### config.mk
export PLATFORM = sky130hd
export DESIGN_NAME = cprgd_div_pipe
export DESIGN_NICKNAME = d
export VERILOG_FILES = /design/src/hdl/cprgd_pkg.sv /design/src/hdl/cprgd_div_pipe.sv
export SDC_FILE = /design/constraint.sdc
export NUM_CORES = 1
export LEC_CHECK = 0
export ABC_AREA = 1
export BUFFER_PORTS_ARGS = -buffer_cell sky130_fd_sc_hd__buf_2
export CORE_MARGIN = 4
export CORE_UTILIZATION = 65
export DETAILED_ROUTE_END_ITERATION = 6
export GPL_TIMING_DRIVEN = 0
export PLACE_DENSITY = 0.85
export SYNTH_ARGS = -nofsm -noshare
export SYNTH_HDL_FRONTEND = slang
export SYNTH_SLANG_ARGS = --single-unit
### constraint.sdc
create_clock -name clk -period 37.5 [get_ports clk]
set_input_delay 5.625 -clock clk [delete_from_list [all_inputs] [get_ports clk]]
set_output_delay 5.625 -clock clk [all_outputs]
set_load 0.01 [all_outputs]
### src/hdl/cprgd_pkg.sv
package cprgd_pkg;

	localparam int ANGLE_FRAC_BITS_DEF = 24;
	localparam int CPR_W = 17;
	localparam int NL_EDGES = 58;
	localparam int DIV_BPS = 8;

	// NL zone boundaries in units of 1e-8 degree, ascending
	localparam logic [33:0] NL_EDGE [NL_EDGES] = '{
		34'd1047047130, 34'd1482817437, 34'd1818626357, 34'd2102939493,
		34'd2354504487, 34'd2582924707, 34'd2793898710, 34'd2991135686,
		34'd3177209708, 34'd3353993436, 34'd3522899598, 34'd3685025108,
		34'd3841241892, 34'd3992256684, 34'd4138651832, 34'd4280914012,
		34'd4419454951, 34'd4554626723, 34'd4686733252, 34'd4816039128,
		34'd4942776439, 34'd5067150166, 34'd5189342469, 34'd5309516153,
		34'd5427817472, 34'd5544378444, 34'd5659318756, 34'd5772747354,
		34'd5884763776, 34'd5995459277, 34'd6104917774, 34'd6213216659,
		34'd6320427479, 34'd6426616523, 34'd6531845310, 34'd6636171008,
		34'd6739646774, 34'd6842322022, 34'd6944242631, 34'd7045451075,
		34'd7145986473, 34'd7245884545, 34'd7345177442, 34'd7443893416,
		34'd7542056257, 34'd7639684391, 34'd7736789461, 34'd7833374083,
		34'd7929428225, 34'd8024923213, 34'd8119801349, 34'd8213956981,
		34'd8307199445, 34'd8399173563, 34'd8489166191, 34'd8575541621,
		34'd8653536998, 34'd8700000000
	};

	// smallest fixed-point |lat| that has reached boundary idx
	function automatic logic [63:0] nl_thr(input int idx, input int frac);
		return ((64'(NL_EDGE[idx]) << frac) + 64'd99999999) / 64'd100000000;
	endfunction

endpackage

### src/hdl/cprgd_div_pipe.sv
module cprgd_div_pipe #(
	parameter int NW = 16,
	parameter int DW = 6,
	parameter int PW = 1,
	parameter int BPS = cprgd_pkg::DIV_BPS
) (
	input  logic          clk,
	input  logic          arst_n,
	input  logic          in_valid,
	output logic          in_ready,
	input  logic [NW-1:0] in_num,
	input  logic [DW-1:0] in_den,
	input  logic [PW-1:0] in_pay,
	output logic          out_valid,
	input  logic          out_ready,
	output logic [NW-1:0] out_quot,
	output logic [DW-1:0] out_rem,
	output logic [PW-1:0] out_pay
);
	localparam int ST = (NW + BPS - 1) / BPS;

	logic [NW-1:0] num_sk  [ST];
	logic [NW-1:0] quot_sk [ST];
	logic [DW-1:0] rem_sk  [ST];
	logic [DW-1:0] den_sk  [ST];
	logic [PW-1:0] pay_sk  [ST];
	logic [ST-1:0] vld_sk;
	logic [ST-1:0] rdy;
	logic [NW-1:0] num_nx  [ST];
	logic [NW-1:0] quot_nx [ST];
	logic [DW-1:0] rem_nx  [ST];
	logic [ST-1:0] vin;

	// hold a stage while the one after it is full and stalled
	always_comb begin
		rdy[ST-1] = !vld_sk[ST-1] || out_ready;
		for (int s = ST - 2; s >= 0; s--) begin
			rdy[s] = !vld_sk[s] || rdy[s+1];
		end
	end

	// restoring division, BPS quotient bits per stage
	always_comb begin
		logic [NW-1:0] n;
		logic [NW-1:0] q;
		logic [DW-1:0] r;
		logic [DW-1:0] d;
		logic [DW:0]   r2;
		for (int s = 0; s < ST; s++) begin
			if (s == 0) begin
				n = in_num;
				q = '0;
				r = '0;
				d = in_den;
				vin[s] = in_valid;
			end else begin
				n = num_sk[s-1];
				q = quot_sk[s-1];
				r = rem_sk[s-1];
				d = den_sk[s-1];
				vin[s] = vld_sk[s-1];
			end
			for (int i = 0; i < BPS; i++) begin
				if (s * BPS + i < NW) begin
					r2 = {r, n[NW-1]};
					n = {n[NW-2:0], 1'b0};
					if (r2 >= {1'b0, d}) begin
						r2 = r2 - {1'b0, d};
						q = {q[NW-2:0], 1'b1};
					end else begin
						q = {q[NW-2:0], 1'b0};
					end
					r = r2[DW-1:0];
				end
			end
			num_nx[s] = n;
			quot_nx[s] = q;
			rem_nx[s] = r;
		end
	end

	always_ff @(posedge clk or negedge arst_n) begin
		if (!arst_n) begin
			vld_sk <= '0;
		end else begin
			for (int s = 0; s < ST; s++) begin
				if (rdy[s]) begin
					vld_sk[s] <= vin[s];
				end
			end
		end
	end

	always_ff @(posedge clk) begin
		for (int s = 0; s < ST; s++) begin
			if (rdy[s] && vin[s]) begin
				num_sk[s] <= num_nx[s];
				quot_sk[s] <= quot_nx[s];
				rem_sk[s] <= rem_nx[s];
				den_sk[s] <= (s == 0) ? in_den : den_sk[s-1];
				pay_sk[s] <= (s == 0) ? in_pay : pay_sk[s-1];
			end
		end
	end

	assign in_ready  = rdy[0];
	assign out_valid = vld_sk[ST-1];
	assign out_quot  = quot_sk[ST-1];
	assign out_rem   = rem_sk[ST-1];
	assign out_pay   = pay_sk[ST-1];

	a_rem_below_den: assert property (@(posedge clk) disable iff (!arst_n)
		vld_sk[ST-1] |-> rem_sk[ST-1] < den_sk[ST-1])
		else $error("remainder not below divisor");
	a_den_nonzero: assert property (@(posedge clk) disable iff (!arst_n)
		vld_sk[0] |-> den_sk[0] != '0)
		else $error("zero divisor entered divider");
	a_full_when_blocked: assert property (@(posedge clk) disable iff (!arst_n)
		!in_ready |-> &vld_sk)
		else $error("divider refused a word with a free stage");

endmodule

==> flow_metrics.env, run 1 <==
export IMPL_layout_common_cells="nand2_1, inv_1, ha_1, nand3_1, edfxtp_1"
export IMPL_rsz0062_at_grt="no"
export IMPL_io_buffer_count=51
export IMPL_numCtsBuffers=5
export IMPL_dieHeight_um=109.8
export IMPL_start_kind="input port"
export IMPL_crit_path_frequent_cell="nand2_1"
export IMPL_grt_antenna_before_repair=0
export IMPL_mostFrequentLayoutCell="nand2_1"
export IMPL_ys_ff_latch=54
export IMPL_cts_buffer_depth=2
export IMPL_post_cts_setup_buffers=0
export IMPL_grt_overflow=0
export IMPL_design_die_area_um2=12060
export IMPL_cts_htree_levels=2
export IMPL_cts_root_buf="clkbuf_8"
export IMPL_drt_pass1_iter_count=5
export IMPL_num_rows=36
export IMPL_fin_crit_sh_pct=50.50
export IMPL_clock_skew_ns=0.006672
export IMPL_fmax_mhz=52.81
export IMPL_critPathKind="input port to flop"
export IMPL_slew_violations=0
export IMPL_setup_tns_final_ns=0
export IMPL_cpPeakStageDelay_ns=0.78
export IMPL_drt_iter0_drc=312
export IMPL_finalSetupViolCount=0
export IMPL_antenna_left=0
export IMPL_clock_sinks=54
export IMPL_via_per_inst=5.536
export IMPL_critPathArrivalTime_ns=19.13
export IMPL_initial_core_util_pct=67.67
export IMPL_n_antenna_cell=0
export IMPL_ys_types=46
export IMPL_dpl_hpwl_mm=11.74
export IMPL_totalWireLength_mm=14.73
export IMPL_end_kind="flop"
export IMPL_drive_above_1_share_pct=12.58
export IMPL_maxSlewHeadroom_pct=23.43
export IMPL_yosysWarningCount=0
export IMPL_syn_num_nets=1020
export IMPL_io_pins=52
export IMPL_min_period_ns=18.94
export IMPL_worstPathRequired_ns=37.70
export IMPL_clock_latency_ns=0.32
export IMPL_drv_cap=0
export IMPL_clk_pin_slew_ns=0.10
export IMPL_hp_class="flop to flop"
export IMPL_crit_path_max_fanout=11
export IMPL_coreArea_um2=9955
export IMPL_wl_per_cell_um=13.65
export IMPL_grt_util_all_layers_pct=25.39
export IMPL_grt_max_degree=30
export IMPL_status="finished, final reports clean"
export IMPL_post_cts_resized=0
export IMPL_crit_slowest_cell="a311oi_1"
export IMPL_synthArstFlopShare_pct=3.704
export IMPL_synth_top_flop_cell="edfxtp_1"
export IMPL_netlist_instances=886
export IMPL_grt_pass1_wl_mm=24.70
export IMPL_syn_to_final_growth_pct=8.209
export IMPL_final_nets=1079
export IMPL_seq_area_frac_synth_pct=23.92
export IMPL_drc_errors=0
export IMPL_cts_tree="yes"
export IMPL_die_w_um=109.8
export IMPL_grt_pass1_vias=5522
export IMPL_synth_edff_count=52
export IMPL_vias=5973
export IMPL_synth_area_um2=6736
export IMPL_holdBufCountCts=0
export IMPL_final_core_util_pct=73.23
export IMPL_gp_congestion=0.9006
export IMPL_tightest_slew_ns=1.147
export IMPL_syn_avg_cell_area_um2=7.603
export IMPL_hold_violations=0
[metal layers]
layer / track usage (%) / part of all wire (%) / vias to the layer above
li1: - / - / 3063
met1: 32.95 / 44 / 2746
met2: 44.19 / 50 / 135
met3: 2.525 / 4.2 / 29
met4: 8.370 / 2.1 / 0
met5: 0 / 0 / -
[metrics by stage]
| step | area (um2) | hold WS [ns] | std cells | setup slack [ns] |
|---|---|---|---|---|
| 2_1_floorplan | 6736 | 0.4003 | 886 | 20.59 |
| 3_3_place_gp | 7158 | 0.4016 | 1070 | 18.56 |
| 3_5_place_dp | 7177 | 0.4057 | 1071 | 18.38 |
| 4_1_cts | 7289 | 0.4304 | 1079 | 18.69 |
| 5_1_grt | 7289 | 0.4369 | 1079 | 17.14 |
| 6_report | 7289 | 0.4281 | 1079 | 18.56 |
[cell usage after synthesis (5+ instances only)]
master	count	area, um2
nand3_2	7	70.07
ha_1	92	1151
a21oi_1	49	245.2
buf_4	7	52.55
nand4_1	14	87.58
inv_1	139	521.8
fa_1	15	300.3
nand3_1	72	360.4
nor2_2	8	50.05
nand2_4	6	67.56
nand3_4	6	105.1
xnor2_1	23	201.4
edfxtp_1	52	1562
xor2_1	29	254.0
nand2_1	234	878.3
nor2_1	27	101.4
o21ai_0	40	200.2
o21ai_1	5	25.02
nand2_2	7	43.79
o21bai_1	5	37.54
[worst paths after layout]
check	start	endpoint	slack, ns	depth (start not counted)
max in group asynchronous	arst_n	vld_sk[1]	32.35	1
setup reg to reg	den_sk[0][1]	rem_sk[0][9]	22.64	79
hold / removal	quot_sk[0][2]	quot_sk[0][26]	0.43	0
hold reg to reg	quot_sk[0][2]	quot_sk[0][26]	0.43	0
min in group asynchronous	arst_n	vld_sk[0]	5.06	1
setup / recovery	in_den[1]	rem_sk[0][3]	18.56	78
[kinds of logic after synthesis]
group           after synthesis  share of synthesized area (%)
flops                        54                          23.92
compound gates              128                          11.14
simple gates                395                          27.66
xor+xnor                     52                          6.761
fa+ha+maj                   107                          21.55
buf+inv                     150                          8.971
[state kept, by name (all words and copies together), names as in the netlist]
register  flops
num_sk        8
vld_sk        2
pay_sk        2
quot_sk      24
den_sk        6
rem_sk       12
[worst max-delay path, delay by kind of cell]
kind / cells / cell delay (ns)
simple gates: 26 / 2.85
fa+ha+maj: 8 / 2.53
buf+inv: 9 / 1.15
compound gates: 35 / 6.91
[final cells by class]
class	count	area, um2
inverters	141	529.3
clock buffers	5	68.82
repair buffers	52	270.3
well taps	133	166.4
clock inverters	3	43.79
flip-flops and latches	54	1612
plain buffers	9	75.07
fillers	830	2665
multi-input cells	682	4524
Power of run 1 is not shown: default switching activity piles up to over one toggle a cycle in this logic, so the estimate is an artifact.
==> run 2, diff against run 1 <==
--- a/config.mk
+++ b/config.mk
@@ -8,10 +8,10 @@
 export ABC_AREA = 1
 export BUFFER_PORTS_ARGS = -buffer_cell sky130_fd_sc_hd__buf_2
 export CORE_MARGIN = 4
-export CORE_UTILIZATION = 65
+export CORE_UTILIZATION = 63
 export DETAILED_ROUTE_END_ITERATION = 6
 export GPL_TIMING_DRIVEN = 0
-export PLACE_DENSITY = 0.85
+export PLACE_DENSITY = 0.83
 export SYNTH_ARGS = -nofsm -noshare
 export SYNTH_HDL_FRONTEND = slang
 export SYNTH_SLANG_ARGS = --single-unit
==> constraint.sdc (replaced) <==
create_clock -name clk -period 19.6 [get_ports clk]
set_input_delay 2.94 -clock clk [delete_from_list [all_inputs] [get_ports clk]]
set_output_delay 2.94 -clock clk [all_outputs]
set_load 0.01 [all_outputs]
==> run 2 against run 1 <==
  * Flip-flop and latch count unchanged
  * First-iteration DRC count down 6.1%
  * Die area up 2.9%
  * Routed wire length down 2.9%
  * Critical path depth unchanged
  * Final cell count up 0.19%
  * Clock skew about the same
==> flow_metrics.env, run 2 (same netlist as run 1, synthesis figures left out) <==
export IMPL_antenna_left=0
export IMPL_crit_path_max_fanout=11
export IMPL_setup_tns_final_ns=0
export IMPL_clk_pin_slew_ns=0.09
export IMPL_fmax_mhz=60.80
export IMPL_reg_largest_list="quot_sk (24), rem_sk (12), num_sk (8)"
export IMPL_vias=5850
export IMPL_drv_cap=0
export IMPL_io_buffer_count=51
export IMPL_hp_class="flop to flop"
export IMPL_n_antenna_cell=0
export IMPL_cts_tree="yes"
export IMPL_final_nets=1078
export IMPL_die_w_um=111.4
export IMPL_grt_util_all_layers_pct=23.67
export IMPL_hold_violations=0
export IMPL_fin_cells=1081
export IMPL_rsz0062_at_grt="no"
export IMPL_clock_sinks=54
export IMPL_grt_max_degree=30
export IMPL_syn_to_final_growth_pct=7.801
export IMPL_start_kind="input port"
export IMPL_min_period_ns=16.45
export IMPL_coreArea_um2=10370
export IMPL_cts_root_buf="clkbuf_8"
export IMPL_wl_per_cell_um=13.23
export IMPL_mostFrequentLayoutCell="nand2_1"
export IMPL_holdBufCountCts=0
export IMPL_critPathArrivalTime_ns=16.64
export IMPL_cp_buffers_inverters=10
export IMPL_dpl_hpwl_mm=11.36
export IMPL_num_rows=37
export IMPL_clock_skew_ns=0.006670
export IMPL_critPathKind="input port to flop"
export IMPL_worstPathRequired_ns=19.79
export IMPL_via_per_inst=5.412
export IMPL_dieHeight_um=111.4
export IMPL_grt_pass1_wl_mm=24.71
export IMPL_worst_slack_ns=3.152
export IMPL_post_place_ws_ns=3.048
export IMPL_drc_errors=0
export IMPL_drt_pass1_iter_count=5
export IMPL_totalWireLength_mm=14.31
export IMPL_n_fill_cell=929
export IMPL_io_pins=52
export IMPL_drt_iter0_drc=293
export IMPL_dp_cells=1073
export IMPL_cp_top_family="compound AO/OA/AOI/OAI gates"
export IMPL_cts_buffer_depth=2
export IMPL_end_kind="flop"
export IMPL_grt_overflow=0
export IMPL_layout_common_cells="nand2_1, inv_1, ha_1, nand3_1, edfxtp_1"
export IMPL_numCtsBuffers=5
export IMPL_status="finished, final reports clean"
export IMPL_tightest_slew_ns=1.194
export IMPL_crit_path_frequent_cell="nand2_1"
export IMPL_grt_antenna_before_repair=0
export IMPL_maxSlewHeadroom_pct=20.31
export IMPL_gp_congestion=0.9410
export IMPL_top_register="quot_sk"
export IMPL_slew_violations=0
export IMPL_cpPeakStageDelay_ns=0.83
export IMPL_stdcell_area_um2=7262
export IMPL_post_cts_resized=0
export IMPL_drive_above_1_share_pct=12.38
export IMPL_post_cts_setup_buffers=0
export IMPL_dpl_cell_area_um2=7173
export IMPL_crit_slowest_cell="a311oi_1"
export IMPL_largest_register_ffs=24
export IMPL_clock_latency_ns=0.32
export IMPL_initial_core_util_pct=64.96
export IMPL_design_die_area_um2=12410
export IMPL_fin_crit_sh_pct=83.92
export IMPL_cts_htree_levels=2
export IMPL_finalSetupViolCount=0
export IMPL_grt_pass1_vias=5537
[run 2: changes by cell type in the layout (fill, tap and decap cells not counted), sizes merged]
cell	previous run	this run
bufinv	1	0
buf	61	60
clkinv	1	0
clkinvlp	0	1
clkbuf	5	6
[run 2: path summary, 6_finish.rpt]
path / start / endpoint / slack [ns] / depth (start not counted)
hold / removal: quot_sk[0][1] / quot_sk[0][25] / 0.43 / 0
hold reg to reg: quot_sk[0][1] / quot_sk[0][25] / 0.43 / 0
setup / recovery: in_den[1] / rem_sk[0][2] / 3.15 / 78
setup reg to reg: den_sk[0][1] / rem_sk[0][11] / 4.78 / 80
min in group asynchronous: arst_n / vld_sk[0] / 2.38 / 1
max in group asynchronous: arst_n / vld_sk[1] / 17.13 / 1
[run 2: area by class of cell]
type                    instances  area [um2]  share of cell area, %
plain buffers                   9       75.07                  1.034
clock buffers                   6       72.57                 0.9993
clock inverters                 2       16.27                 0.2240
inverters                     141       529.3                  7.288
multi-input cells             682        4532                  62.41
flip-flops and latches         54        1612                  22.19
well taps                     136       170.2                  2.343
repair buffers                 51       255.2                  3.515
[run 2: per-layer routing]
metal	part of all wire (%)	routed length, um	vias to the layer above	global-route usage (%)
met5	0	0	-	0
met4	1.6	231	0	6.407
met3	5.4	770	12	2.500
met2	48	6934	144	41.74
met1	45	6369	2631	31.00
li1	-	-	3063	-
[run 2: worst reg2reg max path: cells and delay by family, from the launching register on]
kind	cells	cell delay, ns
flip-flops	1	0.75
AO/OA/AOI/OAI	26	5.72
buffers and inverters	11	1.42
adder cells (fa/ha/maj)	8	2.62
AND/OR/NAND/NOR	35	4.23
[run 2: metrics by stage]
stage	hold slack, ns	utilization (%)
6_report	0.4262	70.03
5_1_grt	0.4405	70.03
4_1_cts	0.4282	70.03
3_5_place_dp	0.4045	69.17
3_3_place_gp	0.4013	69.06
2_1_floorplan	0.4003	-
Power of run 2 is left out for the same reason.
==> run 3, diff against run 2 <==
--- a/config.mk
+++ b/config.mk
@@ -8,10 +8,10 @@
 export ABC_AREA = 1
 export BUFFER_PORTS_ARGS = -buffer_cell sky130_fd_sc_hd__buf_2
 export CORE_MARGIN = 4
-export CORE_UTILIZATION = 63
+export CORE_UTILIZATION = 56
 export DETAILED_ROUTE_END_ITERATION = 6
 export GPL_TIMING_DRIVEN = 0
-export PLACE_DENSITY = 0.83
+export PLACE_DENSITY = 0.78
 export SYNTH_ARGS = -nofsm -noshare
 export SYNTH_HDL_FRONTEND = slang
 export SYNTH_SLANG_ARGS = --single-unit
==> constraint.sdc (replaced) <==
create_clock -name clk -period 14.64 [get_ports clk]
set_input_delay 2.196 -clock clk [delete_from_list [all_inputs] [get_ports clk]]
set_output_delay 2.196 -clock clk [all_outputs]
set_load 0.01 [all_outputs]
==> run 3 against run 2 <==
  * Clock skew up 0.0011 ns
  * Cell area is 5.2% higher
  * Clock-buffer cell count is 1 lower
  * Final cell count grew 2.2%
==> flow_metrics.env, run 3 (same netlist as run 1, synthesis figures left out) <==
export IMPL_cp_buffers_inverters=10
export IMPL_coreArea_um2=11610
export IMPL_routed_top_layer="met4"
export IMPL_stdcell_area_um2=7636
export IMPL_drt_iter0_drc=364
export IMPL_critPathKind="input port to flop"
export IMPL_drt_pass1_iter_count=5
export IMPL_clk_pin_slew_ns=0.07
export IMPL_cts_tree="yes"
export IMPL_top_register="quot_sk"
export IMPL_drt_met1_wl_mm=6.847
export IMPL_r2r_setup_slack_ns=1.15
export IMPL_largest_register_ffs=24
export IMPL_grt_pass1_vias=5610
export IMPL_start_kind="input port"
export IMPL_via_per_inst=5.414
export IMPL_hold_violations=0
export IMPL_wl_met3_um=627
export IMPL_totalWireLength_mm=15.43
export IMPL_status="finished, final reports clean"
export IMPL_min_period_ns=13.58
export IMPL_drc_errors=0
export IMPL_grt_overflow=0
export IMPL_cts_root_buf="clkbuf_16"
export IMPL_cts_buffer_depth=2
export IMPL_gp_congestion=0.9028
export IMPL_cts_htree_levels=2
export IMPL_mostFrequentLayoutCell="nand2_1"
export IMPL_crit_path_max_fanout=11
export IMPL_finalSetupViolCount=0
export IMPL_dpl_hpwl_mm=11.63
export IMPL_grt_util_all_layers_pct=21.77
export IMPL_clock_skew_ns=0.007751
export IMPL_end_kind="flop"
export IMPL_maxSlewHeadroom_pct=14.47
export IMPL_cpPeakStageDelay_ns=0.37
export IMPL_grt_pass1_wl_mm=25.39
export IMPL_holdBufCountCts=0
export IMPL_dieHeight_um=117.7
export IMPL_final_core_util_pct=65.75
export IMPL_grt_antenna_before_repair=0
export IMPL_worst_slack_ns=1.059
export IMPL_fin_crit_sh_pct=92.77
export IMPL_num_rows=39
export IMPL_vias=5982
export IMPL_post_place_ws_ns=-1.173
export IMPL_wl_per_cell_um=13.96
export IMPL_n_antenna_cell=0
export IMPL_worstPathRequired_ns=14.82
export IMPL_reg_largest_list="quot_sk (24), rem_sk (12), num_sk (8)"
export IMPL_grt_max_degree=30
export IMPL_initial_core_util_pct=58.00
export IMPL_antenna_left=0
export IMPL_dpl_cell_area_um2=7182
export IMPL_die_w_um=117.7
export IMPL_drive_above_1_share_pct=16.74
export IMPL_n_fill_cell=1009
export IMPL_cp_top_family="compound AO/OA/AOI/OAI gates"
export IMPL_slew_violations=0
export IMPL_io_buffer_count=51
export IMPL_syn_to_final_growth_pct=13.35
export IMPL_route_met2_wl_mm=7.761
export IMPL_setup_tns_final_ns=0
export IMPL_numCtsBuffers=5
export IMPL_fmax_mhz=73.63
export IMPL_clock_latency_ns=0.31
export IMPL_hp_class="flop to flop"
export IMPL_crit_slowest_cell="ha_1"
export IMPL_clock_sinks=54
export IMPL_drv_cap=0
export IMPL_final_nets=1095
export IMPL_io_pins=52
export IMPL_design_die_area_um2=13850
export IMPL_tightest_slew_ns=1.281
export IMPL_crit_path_frequent_cell="nand2_1"
export IMPL_critPathArrivalTime_ns=13.76
export IMPL_layout_common_cells="nand2_1, inv_1, ha_1, nand3_1, edfxtp_1"
[run 3: cell count changes in the layout (fill, tap and decap cells not counted), sizes merged]
cell	previous run	this run
buf	60	77
bufinv	0	1
clkbuf	6	5
clkinvlp	1	3
inv	142	140
[run 3: final cells by class]
cell class,instances,area [um2],area share [%]
Tap cell,143,178.9,2.343
Timing Repair Buffer,68,386.6,5.063
Multi-Input combinational cell,682,4671,61.17
Clock buffer,5,125.1,1.639
Buffer,9,75.07,0.9831
Clock inverter,3,48.80,0.6390
Sequential cell,54,1612,21.10
Inverter,141,539.3,7.062
[run 3: routing by layer]
metal / global-route usage (%) / vias to the layer above
met5: 0 / -
met4: 6.227 / 0
met3: 2.210 / 12
met2: 39.35 / 122
met1: 27.50 / 2747
li1: - / 3101
[run 3: metrics by stage]
| stage | hold WS [ns] | cells |
|---|---|---|
| floorplan | 0.4003 | 886 |
| global placement | 0.4007 | 1080 |
| detailed placement | 0.4045 | 1080 |
| CTS | 0.4228 | 1091 |
| global route | 0.4283 | 1105 |
| finish | 0.4227 | 1105 |
[run 3: worst register-to-register path, delay by kind of cell, from the launching register on]
kind / cells / cell delay, ns
AO/OA/AOI/OAI: 27 / 5.14
adder cells (fa/ha/maj): 8 / 2.56
buffers and inverters: 12 / 1.26
flip-flops: 1 / 0.37
AND/OR/NAND/NOR: 34 / 4.03
[run 3: timing repair]
action	in CTS	in global routing
pin swaps	1	8
buffers inserted	3	14
endpoints found under the setup margin	14	14
resized for setup	6	44
[run 3: worst paths after layout]
path | startpoint | cells after the start | end
max | in_den[1] | 79 | rem_sk[0][4]
min | quot_sk[0][2] | 0 | quot_sk[0][26]
max reg2reg | den_sk[0][4] | 81 | rem_sk[0][8]
min reg2reg | quot_sk[0][2] | 0 | quot_sk[0][26]
max in group asynchronous | arst_n | 1 | vld_sk[0]
min in group asynchronous | arst_n | 1 | vld_sk[1]
Power of run 3 is left out for the same reason.
